<file path="src/mie_pkg.sv">
// Shared types, control-word layout and microprogram for the modular inverse block.
// No dependencies; every other file imports this package.
package mie_pkg;

	localparam int DATA_W = 32;
	localparam int CNT_W  = $clog2(DATA_W);
	localparam int STEP_W = 4;

	typedef logic [DATA_W-1:0] word_t;
	typedef logic [CNT_W-1:0]  cnt_t;
	typedef logic [STEP_W-1:0] step_t;

	typedef struct packed {
		word_t value;
		word_t modulus;
	} in_item_t;

	typedef struct packed {
		word_t inverse;
		logic  no_inverse;
	} out_item_t;

	// Datapath micro-operations
	typedef enum logic [3:0] {
		OP_WAIT_IN,
		OP_NOP,
		OP_DIV_INIT,
		OP_ALIGN,
		OP_DIV_STEP,
		OP_EUC_INIT,
		OP_EUC_UPDATE,
		OP_RESULT,
		OP_RES_NOINV,
		OP_RES_ZERO
	} op_t;

	// Jump conditions
	typedef enum logic [2:0] {
		C_NEVER,
		C_ALWAYS,
		C_R1_ZERO,
		C_R1_ONE,
		C_ALIGN_OK,
		C_K_NONZERO,
		C_R0_NOT_ONE
	} cond_t;

	typedef struct packed {
		op_t   op;
		cond_t cond;
		step_t target;
	} uword_t;

	typedef struct packed {
		op_t  op;
		logic en;
	} dp_ctrl_t;

	typedef struct packed {
		logic r1_zero;
		logic r1_one;
		logic r0_not_one;
		logic align_ok;
		logic k_nonzero;
	} dp_stat_t;

	// Program labels
	localparam step_t L_START  = step_t'(0);
	localparam step_t L_RED_AL = step_t'(4);
	localparam step_t L_RED_DV = step_t'(5);
	localparam step_t L_LOOP   = step_t'(7);
	localparam step_t L_EUC_AL = step_t'(9);
	localparam step_t L_EUC_DV = step_t'(10);
	localparam step_t L_FINISH = step_t'(12);
	localparam step_t L_NOINV  = step_t'(14);
	localparam step_t L_ZERO   = step_t'(15);

	// Microprogram ROM: a true condition jumps to target, otherwise fall through
	function automatic uword_t ucode(input step_t step);
		uword_t w;
		w = '{op: OP_NOP, cond: C_NEVER, target: L_START};
		case (step)
			// take a transaction, screen the special moduli
			step_t'(0):  w = '{op: OP_WAIT_IN,    cond: C_NEVER,      target: L_START};
			step_t'(1):  w = '{op: OP_NOP,        cond: C_R1_ZERO,    target: L_NOINV};
			step_t'(2):  w = '{op: OP_NOP,        cond: C_R1_ONE,     target: L_ZERO};
			// reduce value modulo modulus
			step_t'(3):  w = '{op: OP_DIV_INIT,   cond: C_NEVER,      target: L_START};
			step_t'(4):  w = '{op: OP_ALIGN,      cond: C_ALIGN_OK,   target: L_RED_AL};
			step_t'(5):  w = '{op: OP_DIV_STEP,   cond: C_K_NONZERO,  target: L_RED_DV};
			step_t'(6):  w = '{op: OP_EUC_INIT,   cond: C_NEVER,      target: L_START};
			// Euclid loop
			step_t'(7):  w = '{op: OP_NOP,        cond: C_R1_ZERO,    target: L_FINISH};
			step_t'(8):  w = '{op: OP_DIV_INIT,   cond: C_NEVER,      target: L_START};
			step_t'(9):  w = '{op: OP_ALIGN,      cond: C_ALIGN_OK,   target: L_EUC_AL};
			step_t'(10): w = '{op: OP_DIV_STEP,   cond: C_K_NONZERO,  target: L_EUC_DV};
			step_t'(11): w = '{op: OP_EUC_UPDATE, cond: C_ALWAYS,     target: L_LOOP};
			// results
			step_t'(12): w = '{op: OP_NOP,        cond: C_R0_NOT_ONE, target: L_NOINV};
			step_t'(13): w = '{op: OP_RESULT,     cond: C_ALWAYS,     target: L_START};
			step_t'(14): w = '{op: OP_RES_NOINV,  cond: C_ALWAYS,     target: L_START};
			step_t'(15): w = '{op: OP_RES_ZERO,   cond: C_ALWAYS,     target: L_START};
			default:     w = '{op: OP_NOP,        cond: C_ALWAYS,     target: L_START};
		endcase
		return w;
	endfunction

endpackage

</file>
<file path="src/mie_dp.sv">
// Datapath of the modular inverse block: Euclid registers, shift-subtract divider
// and coefficient accumulator. Depends on mie_pkg; driven by the sequencer in the top level.
module mie_dp
	import mie_pkg::*;
(
	input  logic     clk,
	input  dp_ctrl_t ctrl,
	input  in_item_t req,
	output dp_stat_t stat,
	output out_item_t result
);

	word_t r0_q, r1_q, m_q, t0_q, t1_q, d_q, rem_q, acc_q;
	cnt_t  k_q;
	logic  odd_q;

	logic [DATA_W:0] d_dbl;
	logic            ge;
	word_t           rem_sub;
	word_t           acc_add;
	word_t           inv_mag;

	// Divider compares and adds
	always_comb begin
		d_dbl   = {d_q, 1'b0};
		ge      = (rem_q >= d_q);
		rem_sub = rem_q - d_q;
		acc_add = {acc_q[DATA_W-2:0], 1'b0} + (ge ? t1_q : '0);
	end

	// Flags for the sequencer
	always_comb begin
		stat.r1_zero    = (r1_q == '0);
		stat.r1_one     = (r1_q == word_t'(1));
		stat.r0_not_one = (r0_q != word_t'(1));
		stat.align_ok   = (d_dbl <= {1'b0, rem_q});
		stat.k_nonzero  = (k_q != '0);
	end

	// Fold the signed coefficient into range 0 .. modulus-1
	always_comb begin
		if ((t0_q == '0) || (t0_q == m_q)) begin
			inv_mag = '0;
		end else if (odd_q) begin
			inv_mag = t0_q;
		end else begin
			inv_mag = m_q - t0_q;
		end
		case (ctrl.op)
			OP_RESULT:    result = '{inverse: inv_mag, no_inverse: 1'b0};
			OP_RES_NOINV: result = '{inverse: '0, no_inverse: 1'b1};
			default:      result = '{inverse: '0, no_inverse: 1'b0};
		endcase
	end

	// Advance the datapath by one micro-operation
	always_ff @(posedge clk) begin
		if (ctrl.en) begin
			case (ctrl.op)
				OP_WAIT_IN: begin
					r0_q <= req.value;
					r1_q <= req.modulus;
					m_q  <= req.modulus;
				end
				OP_DIV_INIT: begin
					d_q   <= r1_q;
					rem_q <= r0_q;
					acc_q <= '0;
					k_q   <= '0;
				end
				OP_ALIGN: begin
					if (stat.align_ok) begin
						d_q <= d_dbl[DATA_W-1:0];
						k_q <= k_q + cnt_t'(1);
					end
				end
				OP_DIV_STEP: begin
					if (ge) begin
						rem_q <= rem_sub;
					end
					acc_q <= acc_add;
					d_q   <= d_q >> 1;
					if (stat.k_nonzero) begin
						k_q <= k_q - cnt_t'(1);
					end
				end
				OP_EUC_INIT: begin
					r0_q  <= r1_q;
					r1_q  <= rem_q;
					t0_q  <= '0;
					t1_q  <= word_t'(1);
					odd_q <= 1'b0;
				end
				OP_EUC_UPDATE: begin
					r0_q  <= r1_q;
					r1_q  <= rem_q;
					t0_q  <= t1_q;
					t1_q  <= t0_q + acc_q;
					odd_q <= ~odd_q;
				end
				default: begin
				end
			endcase
		end
	end

endmodule

</file>
<file path="src/modular_inverse_euclid_top.sv">
// Top level of the modular inverse block: microprogram sequencer and result register.
// Depends on mie_pkg and mie_dp.
//
//   channel | valid     | stall     | payload           | direction
//   request | req_valid | req_stall | req (in_item_t)   | into block
//   result  | rsp_valid | rsp_stall | rsp (out_item_t)  | out of block
//
// One transaction at a time. A Euclid step with a quotient of b bits runs b align steps,
// b divide steps, plus loop test, divider load and coefficient update.
// Reducing value by modulus runs align and divide steps between a divider load and the Euclid setup.
// Modulus 0 goes straight to a no-inverse result, modulus 1 straight to a zero result.
// Reset clears the step counter and the result valid; no clearing pass.
// A stalled result holds its register; the next request is taken as soon as the result is loaded.
module modular_inverse_euclid_top
	import mie_pkg::*;
(
	input  logic      clk,
	input  logic      arst_n,
	input  logic      req_valid,
	output logic      req_stall,
	input  in_item_t  req,
	output logic      rsp_valid,
	input  logic      rsp_stall,
	output out_item_t rsp
);

	step_t     step_q;
	step_t     step_d;
	uword_t    uw;
	logic      is_res;
	logic      go;
	logic      hit;
	dp_ctrl_t  ctrl;
	dp_stat_t  stat;
	out_item_t result;
	logic      rsp_valid_q;
	out_item_t rsp_q;

	mie_dp u_dp (
		.clk    (clk),
		.ctrl   (ctrl),
		.req    (req),
		.stat   (stat),
		.result (result)
	);

	// Decode the current control word
	always_comb begin
		uw     = ucode(step_q);
		is_res = (uw.op inside {OP_RESULT, OP_RES_NOINV, OP_RES_ZERO});
		if (uw.op == OP_WAIT_IN) begin
			go = req_valid;
		end else if (is_res) begin
			go = !rsp_valid_q || !rsp_stall;
		end else begin
			go = 1'b1;
		end
		ctrl.op = uw.op;
		ctrl.en = go;
	end

	// Evaluate the jump condition and pick the next step
	always_comb begin
		case (uw.cond)
			C_NEVER:      hit = 1'b0;
			C_ALWAYS:     hit = 1'b1;
			C_R1_ZERO:    hit = stat.r1_zero;
			C_R1_ONE:     hit = stat.r1_one;
			C_ALIGN_OK:   hit = stat.align_ok;
			C_K_NONZERO:  hit = stat.k_nonzero;
			C_R0_NOT_ONE: hit = stat.r0_not_one;
			default:      hit = 1'b0;
		endcase
		if (!go) begin
			step_d = step_q;
		end else if (hit) begin
			step_d = uw.target;
		end else begin
			step_d = step_q + step_t'(1);
		end
	end

	// Step counter
	always_ff @(posedge clk or negedge arst_n) begin
		if (!arst_n) begin
			step_q <= L_START;
		end else begin
			step_q <= step_d;
		end
	end

	// Result register: load on a result step, drop once taken
	always_ff @(posedge clk or negedge arst_n) begin
		if (!arst_n) begin
			rsp_valid_q <= 1'b0;
		end else if (is_res && go) begin
			rsp_valid_q <= 1'b1;
		end else if (!rsp_stall) begin
			rsp_valid_q <= 1'b0;
		end
	end

	always_ff @(posedge clk) begin
		if (is_res && go) begin
			rsp_q <= result;
		end
	end

	assign req_stall = (uw.op != OP_WAIT_IN);
	assign rsp_valid = rsp_valid_q;
	assign rsp       = rsp_q;

`ifndef SYNTH
	a_noinv_zero: assert property (@(posedge clk) disable iff (!arst_n)
		rsp_valid && rsp.no_inverse |-> rsp.inverse == '0)
		else $error("no_inverse result carries a nonzero inverse");

	a_accept_step: assert property (@(posedge clk) disable iff (!arst_n)
		req_valid && !req_stall |=> step_q == step_t'(1))
		else $error("sequencer did not leave the wait step after a transaction");

	a_rsp_source: assert property (@(posedge clk) disable iff (!arst_n)
		$rose(rsp_valid) |-> $past(is_res && go))
		else $error("result valid rose without a result step");
`endif

endmodule
</file>
<file path="config.mk">
export PLATFORM = sky130hd
export DESIGN_NAME = modular_inverse_euclid_top
export DESIGN_NICKNAME = d
export VERILOG_FILES = /design/src/mie_pkg.sv /design/src/mie_dp.sv /design/src/modular_inverse_euclid_top.sv
export SDC_FILE = /design/constraint.sdc
export NUM_CORES = 1
export LEC_CHECK = 0
export ABC_AREA = 1
export BUFFER_PORTS_ARGS = -buffer_cell sky130_fd_sc_hd__buf_4
export CELL_PAD_IN_SITES_DETAIL_PLACEMENT = 1
export CELL_PAD_IN_SITES_GLOBAL_PLACEMENT = 1
export CORE_ASPECT_RATIO = 0.75
export CORE_MARGIN = 2
export CORE_UTILIZATION = 43
export DETAILED_ROUTE_END_ITERATION = 7
export PLACE_DENSITY = 0.75
export REMOVE_ABC_BUFFERS = 1
export SYNTH_ARGS = -nofsm -noshare
export SYNTH_HDL_FRONTEND = slang
export SYNTH_SLANG_ARGS = --single-unit
</file>
<file path="constraint.sdc">
create_clock -name clk -period 6.07 [get_ports clk]
set_input_delay 0.9105 -clock clk [delete_from_list [all_inputs] [get_ports clk]]
set_output_delay 0.9105 -clock clk [all_outputs]
set_load 0.01 [all_outputs]
</file>
==> results of run 1 <==
## cell usage after synthesis, types with 6 or more instances
cell	n
nor2_1	282
nand3_1	108
o221ai_1	35
o21ai_1	50
clkbuf_1	17
o21a_1	15
o21ai_0	171
edfxtp_1	295
ha_1	163
or2_2	9
a21o_1	11
a211oi_1	6
a31oi_1	15
a21oi_1	234
nand4_1	39
o21bai_1	10
inv_2	10
xor2_1	21
xnor2_1	22
a21boi_0	6
inv_1	404
nor3_1	24
nand2_1	587
buf_2	28
nor4_1	17
## metrics by stage
| stage | cell area [um2] | worst slack, ps | cells | setup TNS, ps | hold slack (ps) |
|---|---|---|---|---|---|
| 6_report | 23700 | 497 | 3415 | 0 | 135 |
| 4_1_cts | 23700 | 383 | 3415 | 0 | 118 |
| 3_3_place_gp | 22500 | 563 | 3351 | 0 | 509 |
| 2_1_floorplan | 20800 | -2720 | 2586 | -173800 | 520 |
| 3_5_place_dp | 22500 | 441 | 3351 | 0 | 551 |
| 5_1_grt | 23700 | 219 | 3415 | 0 | 123 |
## registers in the layout, summed over array words and instances (netlist names)
name	count
rsp	33
u_dp.acc_q	32
u_dp.d_q	32
u_dp.m_q	32
u_dp.r0_q	32
u_dp.r1_q	32
u_dp.rem_q	32
u_dp.t0_q	32
u_dp.t1_q	32
u_dp.k_q	5
step_q	4
rsp_valid	1
u_dp.odd_q	1
## worst reg2reg max path, delay by kind of cell, from the launching register on
family | cells | cell delay (ps)
and+or+nand+nor | 10 | 2530
AOI/OAI and AO/OA | 5 | 1100
adders and majority gates | 2 | 710
buffers and inverters | 3 | 610
DFF | 1 | 400
## per-layer routing
layer | track usage (%) | share of wire, %
met1 | 47.4 | 50
met3 | 8.35 | 9.8
met4 | 5.68 | 1.5
met2 | 40.8 | 39
met5 | 0 | 0
## logic make-up (layout without fill, tap and decap cells)
logic type,Yosys count,in the layout,synth area share (%)
AO/OA/AOI/OAI,571,571,15.1
XOR/XNOR,43,43,1.79
buffers and inverters,470,596,8.81
AND/OR/NAND/NOR,1089,1089,21.5
adder cells (fa/ha/maj),168,168,10.2
flip-flops,300,300,42.7
## layout make-up
| type | count | area share, % |
|---|---|---|
| well taps | 648 | 3.43 |
| repair buffers | 117 | 3.71 |
| clock inverters | 19 | 0.687 |
| flip-flops and latches | 300 | 38.0 |
| clock buffers | 45 | 4.34 |
| multi-input cells | 1871 | 43.3 |
| inverters | 415 | 6.58 |
## cells in the final DEF (no fill, tap or decap), drive strengths merged, types with 22 or more instances in the layout
cell and n:
a21oi 235, buf 117, clkbuf 45, edfxtp 295
ha 163, inv 415, nand2 592, nand3 109
nand4 39, nor2 286, nor3 25, o21ai 223
o221ai 35, xnor2 22
## what timing repair did
item	in CTS	in global routing
setup endpoints to repair	0	2
hold buffers	0	0
gates resized for setup	0	1
## worst min path at each step
| stage | from | end | slack (ps) | cells after the start |
|---|---|---|---|---|
| floorplan | step_q[0] | step_q[0] | 520 | 2 |
| global placement | rsp_valid | rsp_valid | 510 | 2 |
| detailed placement | u_dp.r1_q[5] | u_dp.d_q[5] | 550 | 2 |
| CTS | arst_n | step_q[2] | 120 | 1 |
| global route | arst_n | step_q[2] | 120 | 1 |
| finish | arst_n | step_q[2] | 140 | 1 |
==> flow_metrics.env, run 1 <==
export IMPL_finalWirelength_um=76800
export IMPL_drt_initial_drc_count=1878
export IMPL_finClkSkew_ps=17.8
export IMPL_reg2reg_slack_ps=500
export IMPL_wire_per_inst_um=22.5
export IMPL_slowest_stage="nand3_1"
export IMPL_path_buf_inv=3
export IMPL_reg2reg_from="u_dp.d_q[27]"
export IMPL_cp_required_ps=6440
export IMPL_criticalPathCategory="register to register"
export IMPL_ys_types=51
export IMPL_die_x_um=260
export IMPL_synth_seq_cells=300
export IMPL_drcViolationCount=0
export IMPL_crit_end="u_dp.acc_q[24]"
export IMPL_final_setup_viol_count=0
export IMPL_rsz0062_at_grt="false"
export IMPL_path_delay_family="simple AND/OR/NAND/NOR gates"
export IMPL_vias=19357
export IMPL_fillers=5934
export IMPL_yosysWarnings=0
export IMPL_ys_flop_type="edfxtp_1"
export IMPL_fin_crit_sh_pct=91.8
export IMPL_cp_slowest_stage_delay_ps=670
export IMPL_cts_tree="yes"
export IMPL_port_buffers=102
export IMPL_via_per_inst=5.67
export IMPL_grt_pass1_wl_um=116000
export IMPL_postCtsSetupBuffers=0
export IMPL_regArea_um2=8980
export IMPL_grt_max_degree=72
export IMPL_r2r_cells=20
export IMPL_antenna_found_initial=2
export IMPL_pin_count=103
export IMPL_gr_total_overflow=0
export IMPL_dp_hpwl_um=60900
export IMPL_reg2reg_to="u_dp.acc_q[24]"
export IMPL_hold_viol=0
export IMPL_antenna_cells=0
export IMPL_die_h_um=196
export IMPL_multi_input_area_um2=10200
export IMPL_critPathLaunchType="register"
export IMPL_max_freq_mhz=179
export IMPL_syn_inst=2641
export IMPL_fin_nets=2977
export IMPL_async_flop_share_pct=1.67
export IMPL_htreeDepth=2
export IMPL_synthTopCellsByArea="edfxtp_1, nand2_1, ha_1, inv_1, a21oi_1"
export IMPL_fin_crit_ps=5570
export IMPL_final_core_util_pct=48.8
export IMPL_synth_top_area_cell="edfxtp_1"
export IMPL_synth_top_cell_area_share_pct=42.1
export IMPL_critPathCaptureType="register"
export IMPL_crit_chain="inv_1, ha_1, a21oi_1, o21ai_0, nand2_1, nand3_1, a21oi_1, nand3_1, buf_4, nand2_1, inv_1, ha_1, nand4_1, nor3_2, nand4_1, nand3_1, nand2_1, nand2_1, o21ai_0, a21oi_1"
export IMPL_grt_usage_pct=30.2
export IMPL_clockBufferDepth=3
export IMPL_fp_row_count=70
export IMPL_worstPathArrival_ps=5940
export IMPL_gp_congestion=0.997
export IMPL_crit_cells=20
export IMPL_dieArea_um2=50800
export IMPL_min_path_type="primary input to asynchronous set/reset pin"
export IMPL_status="complete, no violations"
export IMPL_area_growth_pct=12.4
export IMPL_synth_edf_count=295
export IMPL_cts_inserted_buffers=36
export IMPL_clk_pin_slew_worst_paths_ps=60
export IMPL_start_util_pct=43.4
export IMPL_grt_pass1_vias=19018
export IMPL_clk_latency_ps=570
export IMPL_tightest_slew_ps=1110
export IMPL_cts_root_buf="clkbuf_16"
export IMPL_ys_seq_area_share_pct=42.7
export IMPL_maxCapViolCount=0
export IMPL_drive_gt1_share_pct=7.73
export IMPL_ant_nets=0
export IMPL_slew_violations=0
export IMPL_clock_sinks=300
export IMPL_crit_fanout=12
export IMPL_syn_area_um2=21100
export IMPL_avgSynthCellArea_um2=7.97
export IMPL_fp_coreArea_um2=48500
export IMPL_first_pass_iters=5
export IMPL_relSlewSlack_pct=25.4
export IMPL_crit_top_cell="nand2_1"
export IMPL_startpoint="u_dp.d_q[27]"
Power of run 1 is not shown: default switching activity piles up to over one toggle a cycle in this logic, so the estimate is an artifact.
==> run 2: changes to the inputs <==
--- a/config.mk
+++ b/config.mk
@@ -11,9 +11,9 @@
 export CELL_PAD_IN_SITES_GLOBAL_PLACEMENT = 1
 export CORE_ASPECT_RATIO = 0.75
 export CORE_MARGIN = 2
-export CORE_UTILIZATION = 43
+export CORE_UTILIZATION = 38
 export DETAILED_ROUTE_END_ITERATION = 7
-export PLACE_DENSITY = 0.75
+export PLACE_DENSITY = 0.67
 export REMOVE_ABC_BUFFERS = 1
 export SYNTH_ARGS = -nofsm -noshare
 export SYNTH_HDL_FRONTEND = slang
==> constraint.sdc (replaced) <==
create_clock -name clk -period 6.07 [get_ports clk]
set_input_delay 1.214 -clock clk [delete_from_list [all_inputs] [get_ports clk]]
set_output_delay 1.214 -clock clk [all_outputs]
set_load 0.01 [all_outputs]
==> run 2 against run 1 <==
Against the previous run:
- the flow now finishes with violations (DRC)
- register-to-register slack improved by 40 ps
- count of clock-buffer cells in the layout increased by 4
- non-clock buffer count decreased by 1
- via count decreased by 0.61%
- wire length increased by 3.1%
- flip-flop and latch count unchanged
- critical path depth increased by 1
- critical path type unchanged
- critical endpoint is now u_dp.acc_q[26]
==> flow_metrics.env, run 2 (same netlist as run 1, synthesis figures left out) <==
export IMPL_clock_sinks=300
export IMPL_max_freq_mhz=181
export IMPL_criticalPathCategory="register to register"
export IMPL_tightest_slew_ps=1270
export IMPL_htreeDepth=2
export IMPL_ant_nets=0
export IMPL_cts_hold_buf=0
export IMPL_critPathCaptureType="register"
export IMPL_clk_pin_slew_worst_paths_ps=60
export IMPL_grt_usage_pct=27.6
export IMPL_crit_chain="inv_1, ha_1, a21oi_1, o21ai_0, nand2_1, nand3_1, a21oi_1, nand3_1, buf_12, nand2_1, inv_1, ha_1, nand2_1, nor3_1, nand4_1, nand3_1, nand2_1, nand2_1, a21oi_1, nor2_1, nor2_1"
export IMPL_dp_hpwl_um=63600
export IMPL_drcViolationCount=7
export IMPL_post_cts_resized=0
export IMPL_cp_slowest_stage_delay_ps=650
export IMPL_final_setup_viol_count=0
export IMPL_path_buf_inv=3
export IMPL_mostFrequentLayoutCell="nand2_1"
export IMPL_slew_violations=0
export IMPL_largest_register_ffs=33
export IMPL_finClkSkew_ps=33.7
export IMPL_vias=19238
export IMPL_min_path_type="primary input to asynchronous set/reset pin"
export IMPL_fin_nets=2977
export IMPL_antenna_found_initial=1
export IMPL_area_growth_pct=12.7
export IMPL_cp_required_ps=6370
export IMPL_relSlewSlack_pct=14.1
export IMPL_start_util_pct=38.5
export IMPL_status="complete, but fails checks"
export IMPL_gp_congestion=0.937
export IMPL_critPathLaunchType="register"
export IMPL_wire_per_inst_um=22.7
export IMPL_pin_count=103
export IMPL_fillers=6679
export IMPL_gr_total_overflow=0
export IMPL_drive_gt1_share_pct=7.45
export IMPL_path_delay_family="simple AND/OR/NAND/NOR gates"
export IMPL_fin_crit_sh_pct=91.1
export IMPL_finalWirelength_um=79200
export IMPL_reg2reg_slack_ps=540
export IMPL_worstPathArrival_ps=5830
export IMPL_cts_root_buf="clkbuf_16"
export IMPL_final_cell_mix="nand2_1, inv_1, edfxtp_1, nor2_1, a21oi_1"
export IMPL_first_pass_iters=7
export IMPL_cts_inserted_buffers=37
export IMPL_crit_fanout=24
export IMPL_postCtsSetupBuffers=0
export IMPL_cts_tree="yes"
export IMPL_crit_top_cell="nand2_1"
export IMPL_slowest_stage="nand3_1"
export IMPL_dieArea_um2=57300
export IMPL_grt_pass1_vias=19200
export IMPL_via_per_inst=5.52
export IMPL_port_buffers=102
export IMPL_fp_row_count=74
export IMPL_maxCapViolCount=0
export IMPL_clk_latency_ps=570
export IMPL_grt_max_degree=90
export IMPL_violations="DRC"
export IMPL_hold_viol=0
export IMPL_antenna_cells=0
export IMPL_fp_coreArea_um2=54600
export IMPL_die_h_um=208
export IMPL_die_x_um=276
export IMPL_fin_crit_ps=5530
export IMPL_clockBufferDepth=3
export IMPL_drt_initial_drc_count=1607
export IMPL_grt_pass1_wl_um=120000
export IMPL_whs_ps=446
export IMPL_rsz0062_at_grt="false"
## run 2: cell type report
type / count / area (um2) / area share, %
flip-flops and latches: 300 / 8980 / 37.9
inverters: 415 / 1560 / 6.56
multi-input cells: 1871 / 10200 / 43.2
well taps: 722 / 903 / 3.81
clock inverters: 15 / 164 / 0.691
repair buffers: 116 / 883 / 3.72
clock buffers: 49 / 992 / 4.18
## run 2: worst paths after layout
path,to,cells past startpoint,startpoint
min in group clk,rsp_valid,2,rsp_valid
worst min-delay path,step_q[2],1,arst_n
worst max register to register,u_dp.acc_q[26],21,u_dp.d_q[27]
max in group asynchronous,rsp_valid,1,arst_n
worst max-delay path,u_dp.acc_q[26],21,u_dp.d_q[27]
worst min register to register,rsp_valid,2,rsp_valid
## run 2: worst reg2reg max path, cell delays in order, from the launching register on
cell	delay, ps
edfxtp_1	390
inv_1	140
ha_1	300
a21oi_1	250
o21ai_0	190
nand2_1	100
nand3_1	80
a21oi_1	400
nand3_1	660
buf_12	410
nand2_1	90
inv_1	40
ha_1	360
nand2_1	170
nor3_1	650
nand4_1	300
nand3_1	310
nand2_1	90
nand2_1	110
a21oi_1	110
nor2_1	100
nor2_1	50
## run 2: per-stage QoR
step	TNS [ps]	std cells	instance area, um2	setup slack, ps	util [%]
2_1_floorplan	-173800	2586	20800	-2720	-
3_3_place_gp	0	3424	22600	847	41.3
3_5_place_dp	0	3424	22600	710	41.3
4_1_cts	0	3488	23700	669	43.4
5_1_grt	0	3488	23700	152	43.4
6_report	0	3488	23700	541	43.4
## run 2: layer usage
| layer | track usage, % | wire length, um | vias up |
|---|---|---|---|
| met2 | 36.9 | 30500 | 587 |
| met3 | 5.41 | 6230 | 61 |
| li1 | - | - | 9148 |
| met4 | 4.30 | 1030 | 0 |
| met1 | 45.4 | 41500 | 9442 |
| met5 | 0 | 0 | - |
Power of run 2 is left out for the same reason.
